`src/rtl/core/rcfs_pkg.sv`:
```
// Package for the RC failsafe joystick mapper: item codes, status codes,
// field widths and the structs passed between the mapper modules.
// No dependencies.
package rcfs_pkg;

	localparam int NUM_CHANNELS_DEF = 16;
	localparam int CHAN_W           = 11;
	localparam int IDX_IN_W         = 4;
	localparam int CNT_W            = 16;
	localparam int AXIS_W           = 16;
	localparam int NUM_AXES         = 8;
	localparam int NUM_BUTTONS      = 8;
	localparam int VIEW_CHANS       = NUM_AXES + NUM_BUTTONS;

	localparam logic [CHAN_W-1:0] MID_VALUE        = 11'd992;
	localparam logic [CNT_W-1:0]  FRAME_TIMEOUT_RST = 16'd500;
	localparam logic [CNT_W-1:0]  FREEZE_TIMEOUT_RST = 16'd1000;
	localparam logic [AXIS_W-1:0] AXIS_FAILSAFE_Z   = 16'h8001;

	localparam int CFG_IDX_W = 1;
	localparam logic [CFG_IDX_W-1:0] CFG_FRAME_TIMEOUT  = 1'b0;
	localparam logic [CFG_IDX_W-1:0] CFG_FREEZE_TIMEOUT = 1'b1;

	typedef enum logic [1:0] {
		OP_TICK      = 2'd0,
		OP_CHANNEL   = 2'd1,
		OP_FRAME_END = 2'd2
	} op_t;

	typedef enum logic [2:0] {
		STATUS_BOOT      = 3'd0,
		STATUS_WAITING   = 3'd1,
		STATUS_WIRING    = 3'd2,
		STATUS_FAILSAFE  = 3'd3,
		STATUS_ACTIVE    = 3'd4
	} status_t;

	typedef struct packed {
		op_t                 op;
		logic [IDX_IN_W-1:0] channel_index;
		logic [CHAN_W-1:0]   channel_value;
		logic                frame_lost_flag;
		logic                usb_mounted;
		logic                line_busy;
		logic                sync_seen;
	} item_t;

	typedef logic [VIEW_CHANS-1:0][CHAN_W-1:0] chan_view_t;

endpackage

```
`src/rtl/core/rcfs_chan_bank.sv`:
```
// Channel storage for the RC failsafe mapper: incoming and displayed banks
// and change detection against the displayed frame.
// Depends on rcfs_pkg.
module rcfs_chan_bank import rcfs_pkg::*; #(
	parameter int NUM_CHANNELS = NUM_CHANNELS_DEF
) (
	input  logic       clk,
	input  logic       arst_n,
	input  logic       advance,
	input  item_t      item,
	output chan_view_t view,
	output logic       frame_changed
);

	localparam int IDX_W = $clog2(NUM_CHANNELS);

	logic [CHAN_W-1:0] bank_q [2][NUM_CHANNELS];
	logic              sel_q;
	logic              sel_next;
	logic              pending_q;
	logic [IDX_W-1:0]  idx;
	logic              idx_ok;
	logic              is_chan;
	logic              is_frame;
	logic              differs;

	assign idx      = IDX_W'(item.channel_index);
	assign idx_ok   = (32'(item.channel_index) < NUM_CHANNELS);
	assign is_chan  = (item.op == OP_CHANNEL);
	assign is_frame = (item.op == OP_FRAME_END);
	assign sel_next = is_frame ? ~sel_q : sel_q;
	assign differs  = idx_ok && (bank_q[sel_q][idx] != item.channel_value);

	// Channel values go to the incoming bank; a frame end swaps the two banks.
	always_ff @(posedge clk) begin
		if (advance && is_chan && idx_ok) begin
			bank_q[~sel_q][idx] <= item.channel_value;
		end
	end

	always_ff @(posedge clk or negedge arst_n) begin
		if (!arst_n) begin
			sel_q     <= 1'b0;
			pending_q <= 1'b0;
		end else if (advance) begin
			if (is_frame) begin
				sel_q     <= ~sel_q;
				pending_q <= 1'b0;
			end else if (is_chan && differs) begin
				pending_q <= 1'b1;
			end
		end
	end

	assign frame_changed = pending_q;

	// The view is the displayed bank as it stands after this word.
	for (genvar k = 0; k < VIEW_CHANS; k++) begin : g_view
		if (k < NUM_CHANNELS) begin : g_used
			assign view[k] = bank_q[sel_next][k];
		end else begin : g_absent
			assign view[k] = '0;
		end
	end

endmodule

```
`src/rtl/core/rcfs_link_monitor.sv`:
```
// Link supervision for the RC failsafe mapper: timeout registers, frame and
// change age counters, baseline and active flag.
// Depends on rcfs_pkg.
module rcfs_link_monitor import rcfs_pkg::*; (
	input  logic                 clk,
	input  logic                 arst_n,
	input  logic                 advance,
	input  item_t                item,
	input  logic                 frame_changed,
	input  logic                 cfg_valid,
	input  logic [CFG_IDX_W-1:0] cfg_index,
	input  logic [CNT_W-1:0]     cfg_data,
	output logic                 active_next
);

	logic [CNT_W-1:0] frame_timeout_q;
	logic [CNT_W-1:0] freeze_timeout_q;
	logic [CNT_W-1:0] ms_frame_q;
	logic [CNT_W-1:0] ms_change_q;
	logic             baseline_q;
	logic             active_q;
	logic [CNT_W-1:0] ms_frame_n;
	logic [CNT_W-1:0] ms_change_n;
	logic             baseline_n;
	logic             active_n;
	logic             fail;

	always_ff @(posedge clk or negedge arst_n) begin
		if (!arst_n) begin
			frame_timeout_q  <= FRAME_TIMEOUT_RST;
			freeze_timeout_q <= FREEZE_TIMEOUT_RST;
		end else if (cfg_valid) begin
			unique case (cfg_index)
				CFG_FRAME_TIMEOUT:  frame_timeout_q  <= cfg_data;
				CFG_FREEZE_TIMEOUT: freeze_timeout_q <= cfg_data;
				default: ;
			endcase
		end
	end

	always_comb begin
		ms_frame_n  = ms_frame_q;
		ms_change_n = ms_change_q;
		baseline_n  = baseline_q;
		active_n    = active_q;
		unique case (item.op)
			OP_TICK: begin
				if (ms_frame_q != '1) ms_frame_n = ms_frame_q + 1'b1;
				if (ms_change_q != '1) ms_change_n = ms_change_q + 1'b1;
			end
			OP_FRAME_END: begin
				ms_frame_n = '0;
				baseline_n = 1'b1;
				active_n   = 1'b1;
				if (!baseline_q || frame_changed) ms_change_n = '0;
			end
			default: ;
		endcase
		fail = (ms_frame_n > frame_timeout_q) ||
			(baseline_n && (ms_change_n > freeze_timeout_q)) ||
			((item.op == OP_FRAME_END) && item.frame_lost_flag);
		active_next = active_n && !fail;
	end

	always_ff @(posedge clk or negedge arst_n) begin
		if (!arst_n) begin
			ms_frame_q  <= '0;
			ms_change_q <= '0;
			baseline_q  <= 1'b0;
			active_q    <= 1'b0;
		end else if (advance) begin
			ms_frame_q  <= ms_frame_n;
			ms_change_q <= ms_change_n;
			baseline_q  <= baseline_n;
			active_q    <= active_next;
		end
	end

endmodule

```
`src/rtl/core/rcfs_report.sv`:
```
// Report stage of the RC failsafe mapper: axis scaling, buttons, status
// and the output register with its handshake.
// Depends on rcfs_pkg.
module rcfs_report import rcfs_pkg::*; (
	input  logic         clk,
	input  logic         arst_n,
	input  logic         load,
	input  logic         active,
	input  chan_view_t   view,
	input  item_t        item,
	input  logic         m_axis_tready,
	output logic         m_axis_tvalid,
	output logic [143:0] m_axis_tdata,
	output logic         room
);

	// Scales to (raw - 992) * 32767 / 819 after clamping, truncated toward zero.
	// 32767 = 40 * 819 + 7, so the quotient is 40 * |v| plus floor(7 * |v| / 819).
	function automatic logic [AXIS_W-1:0] scale_channel(input logic [CHAN_W-1:0] raw);
		logic signed [12:0] v;
		logic [9:0]         mag;
		logic [12:0]        mag7;
		logic [14:0]        q;
		logic [2:0]         corr;
		v = $signed({2'b00, raw}) - $signed({2'b00, MID_VALUE});
		if (v > 13'sd819) v = 13'sd819;
		if (v < -13'sd819) v = -13'sd819;
		mag  = v[12] ? 10'(-v) : 10'(v);
		mag7 = 13'({3'b000, mag} * 13'd7);
		corr = '0;
		for (int j = 1; j <= 7; j++) begin
			if (mag7 >= 13'(819 * j)) corr = corr + 1'b1;
		end
		q = 15'({mag, 5'b0}) + 15'({mag, 3'b0}) + 15'(corr);
		scale_channel = v[12] ? AXIS_W'(-{1'b0, q}) : AXIS_W'({1'b0, q});
	endfunction

	logic [NUM_AXES-1:0][AXIS_W-1:0] axes_d;
	logic [NUM_AXES-1:0][AXIS_W-1:0] axes_s2;
	logic [NUM_BUTTONS-1:0]          buttons_d;
	logic [NUM_BUTTONS-1:0]          buttons_s2;
	logic                            active_s2;
	status_t                         status_d;
	status_t                         status_s2;
	logic                            valid_s2;

	always_comb begin
		for (int k = 0; k < NUM_AXES; k++) begin
			axes_d[k] = active ? scale_channel(view[k]) : '0;
		end
		if (!active) axes_d[2] = AXIS_FAILSAFE_Z;
		for (int k = 0; k < NUM_BUTTONS; k++) begin
			buttons_d[k] = active && (view[NUM_AXES + k] > MID_VALUE);
		end
		priority if (!item.usb_mounted) status_d = STATUS_BOOT;
		else if (active)                status_d = STATUS_ACTIVE;
		else if (item.sync_seen)        status_d = STATUS_FAILSAFE;
		else if (item.line_busy)        status_d = STATUS_WIRING;
		else                            status_d = STATUS_WAITING;
	end

	assign room = !valid_s2 || m_axis_tready;

	always_ff @(posedge clk or negedge arst_n) begin
		if (!arst_n) begin
			valid_s2 <= 1'b0;
		end else if (room) begin
			valid_s2 <= load;
		end
	end

	always_ff @(posedge clk) begin
		if (load && room) begin
			axes_s2    <= axes_d;
			buttons_s2 <= buttons_d;
			active_s2  <= active;
			status_s2  <= status_d;
		end
	end

	assign m_axis_tvalid = valid_s2;
	assign m_axis_tdata  = {4'b0000, status_s2, active_s2, buttons_s2, axes_s2};

endmodule

```
`src/rtl/core/rc_failsafe_axis_mapper_top.sv`:
```
// Top level of the RC failsafe joystick mapper: input register and the
// channel bank, link monitor and report stages.
// Depends on rcfs_pkg, rcfs_chan_bank, rcfs_link_monitor and rcfs_report.
//
// Each word on the slave stream is one event: tuser gives its kind (a one
// millisecond tick, a channel value or a frame end) and tdata carries the
// channel index, value, lost flag and three status inputs. Every accepted
// word yields exactly one joystick report word on the master stream, in order.
// The configuration channel writes the frame and freeze timeouts; it is
// always ready and should only be used while no word is in flight.
// An accepted word is held in the input register, processed by the stages
// and loaded into the output register, which drives m_axis_tvalid; a master
// stall can hold it in the input register. One word is taken every cycle
// while the output register has room or is being read; all state updates
// are a single pass of short logic between the input and output registers.
// When the master side stalls, the output word holds and one further word can
// wait in the input register before s_axis_tready falls.
// Reset clears the flags, age counters and handshake state and restores the
// timeouts to 500 and 1000 ms; channel banks hold no value until written.
module rc_failsafe_axis_mapper_top import rcfs_pkg::*; #(
	parameter int NUM_CHANNELS = NUM_CHANNELS_DEF
) (
	input  logic                 clk,
	input  logic                 arst_n,
	input  logic                 s_axis_tvalid,
	output logic                 s_axis_tready,
	// [3:0] channel_index, [14:4] channel_value, [15] frame_lost_flag,
	// [16] usb_mounted, [17] line_busy, [18] sync_seen, [23:19] zero.
	input  logic [23:0]          s_axis_tdata,
	// [1:0] op.
	input  logic [1:0]           s_axis_tuser,
	output logic                 m_axis_tvalid,
	input  logic                 m_axis_tready,
	// [15:0] axis_x, [31:16] axis_y, [47:32] axis_z, [63:48] axis_rx,
	// [79:64] axis_ry, [95:80] axis_rz, [111:96] axis_slider,
	// [127:112] axis_dial, [135:128] buttons, [136] link_active,
	// [139:137] status_mode, [143:140] zero.
	output logic [143:0]         m_axis_tdata,
	input  logic                 cfg_valid,
	output logic                 cfg_ready,
	input  logic [CFG_IDX_W-1:0] cfg_index,
	input  logic [CNT_W-1:0]     cfg_data
);

	item_t      item_s1;
	logic       valid_s1;
	logic       room;
	logic       advance;
	chan_view_t view;
	logic       frame_changed;
	logic       active_next;

	assign s_axis_tready = !valid_s1 || room;
	assign advance       = valid_s1 && room;
	assign cfg_ready     = 1'b1;

	always_ff @(posedge clk or negedge arst_n) begin
		if (!arst_n) begin
			valid_s1 <= 1'b0;
		end else if (s_axis_tready) begin
			valid_s1 <= s_axis_tvalid;
		end
	end

	always_ff @(posedge clk) begin
		if (s_axis_tvalid && s_axis_tready) begin
			item_s1.op              <= op_t'(s_axis_tuser);
			item_s1.channel_index   <= s_axis_tdata[3:0];
			item_s1.channel_value   <= s_axis_tdata[14:4];
			item_s1.frame_lost_flag <= s_axis_tdata[15];
			item_s1.usb_mounted     <= s_axis_tdata[16];
			item_s1.line_busy       <= s_axis_tdata[17];
			item_s1.sync_seen       <= s_axis_tdata[18];
		end
	end

	rcfs_chan_bank #(
		.NUM_CHANNELS(NUM_CHANNELS)
	) u_chan_bank (
		.clk          (clk),
		.arst_n       (arst_n),
		.advance      (advance),
		.item         (item_s1),
		.view         (view),
		.frame_changed(frame_changed)
	);

	rcfs_link_monitor u_link_monitor (
		.clk          (clk),
		.arst_n       (arst_n),
		.advance      (advance),
		.item         (item_s1),
		.frame_changed(frame_changed),
		.cfg_valid    (cfg_valid && cfg_ready),
		.cfg_index    (cfg_index),
		.cfg_data     (cfg_data),
		.active_next  (active_next)
	);

	rcfs_report u_report (
		.clk          (clk),
		.arst_n       (arst_n),
		.load         (valid_s1),
		.active       (active_next),
		.view         (view),
		.item         (item_s1),
		.m_axis_tready(m_axis_tready),
		.m_axis_tvalid(m_axis_tvalid),
		.m_axis_tdata (m_axis_tdata),
		.room         (room)
	);

endmodule

```
`config.mk`:
```
export PLATFORM = sky130hd
export DESIGN_NAME = rc_failsafe_axis_mapper_top
export DESIGN_NICKNAME = d
export VERILOG_FILES = /design/src/rtl/core/rcfs_pkg.sv /design/src/rtl/core/rcfs_chan_bank.sv /design/src/rtl/core/rcfs_link_monitor.sv /design/src/rtl/core/rcfs_report.sv /design/src/rtl/core/rc_failsafe_axis_mapper_top.sv
export SDC_FILE = /design/constraint.sdc
export NUM_CORES = 2
export LEC_CHECK = 0
export BUFFER_PORTS_ARGS = -buffer_cell sky130_fd_sc_hd__buf_2
export CAP_MARGIN = 15
export CORE_UTILIZATION = 30
export CTS_CLUSTER_DIAMETER = 150
export CTS_CLUSTER_SIZE = 8
export DETAILED_ROUTE_END_ITERATION = 16
export SLEW_MARGIN = 0
export SYNTH_ARGS = -nofsm -noshare
export SYNTH_HDL_FRONTEND = slang
export SYNTH_SLANG_ARGS = --single-unit
```
`constraint.sdc`:
```
create_clock -name clk -period 17.5 [get_ports clk]
set_input_delay 0 -clock clk [delete_from_list [all_inputs] [get_ports clk]]
set_output_delay 0 -clock clk [all_outputs]
set_load 0.05 [all_outputs]
```
==> impl_metrics.toml <==
[synth]
muxShareOfSynthArea_pct = 8.26
synth_compound_area_share_pct = 17.3
yosys.area.top_type = "edfxtp_1"
seq_area_frac_synth_pct = 35.7
syn_avg_cell_area_um2 = 9.79
synthCells = 4917
yosysTopAreaCellShare_pct = 32.0
yosysMostFrequentCell = "edfxtp_1"
ys_top_cells_by_area = "edfxtp_1 32%, ha_1 7.7%, mux4_2 4.2%"
synthTopCellsByCount = "513 x edfxtp_1, 425 x nor2_1, 407 x nand2_1, 372 x inv_1, 295 x ha_1"
yosys.area_share.simple_pct = 16.7
yosys_register_bits = 583
synthArstFlopShare_pct = 12.0
synthFlopType = "edfxtp_1"
synth_cell_types = 129
synth_top_family_by_area = "compound AO/OA/AOI/OAI gates"
synth_edf_count = 513
synth_warnings = 0
synth_xor_area_share_pct = 6.21
synthesis.area_um2 = 48100
synth_fa_ha_area_share_pct = 11.3

[clock_network]
postCtsSetupBuffers = 0
clkTransAtPathRegs_ps = 60
clock_sinks = 583
clkLatencyLatePin_ps = 690
cts_buffer_depth = 3
h-tree-depth = 3
cts_root_buf = "clkbuf_16"
cts_tree = "built"
cts_buffers = 85

[worst_setup_path]
startpoint_type = "flip-flop"
cp_common_cell = "ha_1"
crit_arrival_ps = 16240
path_class = "flip-flop to flip-flop"
path_max_fanout = 15
cp_slowest_cell = "o21ai_0"
cp-end-kind = "flip-flop"
cpPeakStageDelay_ps = 650
cp.required_ps = 18040

[routing]
vias = 39400
drtAntennaViolNets = 0
firstDrtPassIters = 5
via_per_inst = 5.42
wl_um = 135000
drc = 0
initialDrtViolationCount = 2962
drt-wirelength-per-cell_um = 18.6

[grt]
overflow = 0
antenna_found_initial = 4
grt_pass1_wl_um = 213000
grt.total_usage_pct = 16.2
grt_start_max_net_pins = 133
grt_pass1_vias = 38200

[cells_and_area]
fillCellCount = 15900
drive_gt1_share_pct = 11.5
nNetsFinal = 5597
stdcell_count = 7271
regArea_um2 = 17200
multiInputGateArea_um2 = 28800
area_growth_pct = 13.6

[timing]
slew_violations = 0
fmax_ghz = 0.0637
hold_viol_final = 0
tns_ps = 0
worstMarginPinSlew_ps = 1110
relSlewSlack_pct = 25.7
finalClockSkew_ps = 36.9
fin_crit_sh_pct = 89.8
rsz0062_at_grt = "no"
min_period_ps = 15710
setup_viol = 0

[run_status]
status = "finished clean"

[placed_design]
hpwl_um = 99100
dp.cells = 7059
place.gp.congestion = 0.896
port_buffers = 184

[floorplanning]
initial_utilization_pct = 30.3
ios = 195
core_um2 = 159000
num_rows = 146
die_w_um = 403
dieHeight_um = 403
die-area_um2 = 162000

[run]
maxCapViolCount = 0

[min_path]
hold_class = "primary input to flip-flop"
-- worst max-delay path, delay by kind of cell (launching register included) --
family	cells	cell delay [ps]
buffers and inverters	5	560
xor gates and xnor gates	2	720
AOI/OAI and AO/OA	23	7330
muxes	1	180
DFF	1	590
adders and majority gates	9	3200
and+or+nand+nor	16	2910
-- sequential cells by signal, indices dropped and copies added (netlist names) --
name / flops
item_s1: 21
u_chan_bank.bank_q: 352
u_chan_bank.frame_changed: 1
u_chan_bank.sel_q: 1
u_link_monitor.active_q: 1
u_link_monitor.baseline_q: 1
u_link_monitor.frame_timeout_q: 16
u_link_monitor.freeze_timeout_q: 16
u_link_monitor.ms_change_q: 16
u_link_monitor.ms_frame_q: 16
u_report.active_s2: 1
u_report.buttons_s2: 8
u_report.m_axis_tdata: 128
u_report.m_axis_tvalid: 1
u_report.status_s2: 3
valid_s1: 1
-- per-layer routing --
metal / vias to the layer above / wire length, um / GRT usage (%)
li1: 18800 / - / -
met1: 19200 / 60300 / 21.7
met2: 1159 / 63600 / 27.1
met3: 201 / 8010 / 2.38
met4: 2 / 3420 / 4.83
met5: - / 11 / 0
-- metrics by stage --
stage / hold WS [ps] / util [%] / setup WS, ps / instance area (um^2)
6_report: 72.4 / 34.4 / 1790 / 54700
5_1_grt: 53.6 / 34.4 / 330 / 54700
4_1_cts: 18.9 / 34.4 / 1940 / 54700
3_5_place_dp: 178 / 32.4 / 2040 / 51400
3_3_place_gp: 179 / 32.4 / 2110 / 51400
2_1_floorplan: -296 / - / 2870 / 48100
-- final timing paths --
check                                        startpoint                            endpoint  slack (ps)  cells past startpoint
worst min register to register  u_link_monitor.active_q             u_link_monitor.active_q         490                      2
max in group asynchronous                        arst_n                   u_chan_bank.sel_q       16700                      3
worst max register to register              item_s1[19]           u_report.m_axis_tdata[76]        1790                     56
worst min-delay path                    s_axis_tuser[1]                         item_s1[20]          70                      2
worst max-delay path                        item_s1[19]           u_report.m_axis_tdata[76]        1790                     56
min in group asynchronous                        arst_n  u_link_monitor.freeze_timeout_q[0]          80                      3
-- kinds of logic after synthesis --
logic type | after synthesis
AO/OA/AOI/OAI | 1196
XOR/XNOR | 323
adder cells (fa/ha/maj) | 383
buffers and inverters | 551
flip-flops | 583
multiplexers | 277
other | 2
AND/OR/NAND/NOR | 1602
-- layout make-up --
| type | instances | area share [%] |
|---|---|---|
| timing repair buffer | 332 | 4.19 |
| clock inverter | 10 | 0.300 |
| sequential | 583 | 31.4 |
| multi-input combinational | 3786 | 52.7 |
| inverter | 378 | 2.61 |
| tap | 2072 | 4.74 |
| clock buffer | 107 | 4.04 |
| antenna | 3 | 0.0137 |
-- placed cells by master, fill, tap and decap left out, types with 67 or more instances in the layout --
master | netlist | layout
a21oi_1 | 229 | 229
a31oi_1 | 89 | 89
buf_2 | 15 | 184
clkbuf_16 | 0 | 85
dlygate4sd3_1 | 0 | 91
edfxtp_1 | 513 | 513
fa_1 | 88 | 88
ha_1 | 295 | 295
inv_1 | 372 | 371
mux2i_1 | 140 | 140
mux4_2 | 89 | 89
nand2_1 | 407 | 406
nand3_1 | 117 | 117
nor2_1 | 425 | 425
nor2b_1 | 69 | 67
nor3_1 | 119 | 119
o21ai_0 | 213 | 213
xnor2_1 | 214 | 214
xor2_1 | 96 | 96
-- repair_timing --
item | 4_1_cts | 5_1_grt
gates resized for setup | 0 | 0
endpoints found under the hold margin | 146 | 0
hold buffers | 91 | 0
Power is left out: the tool's default activity adds up to more than one toggle a clock period on the data nets, which glitch-free logic cannot reach.
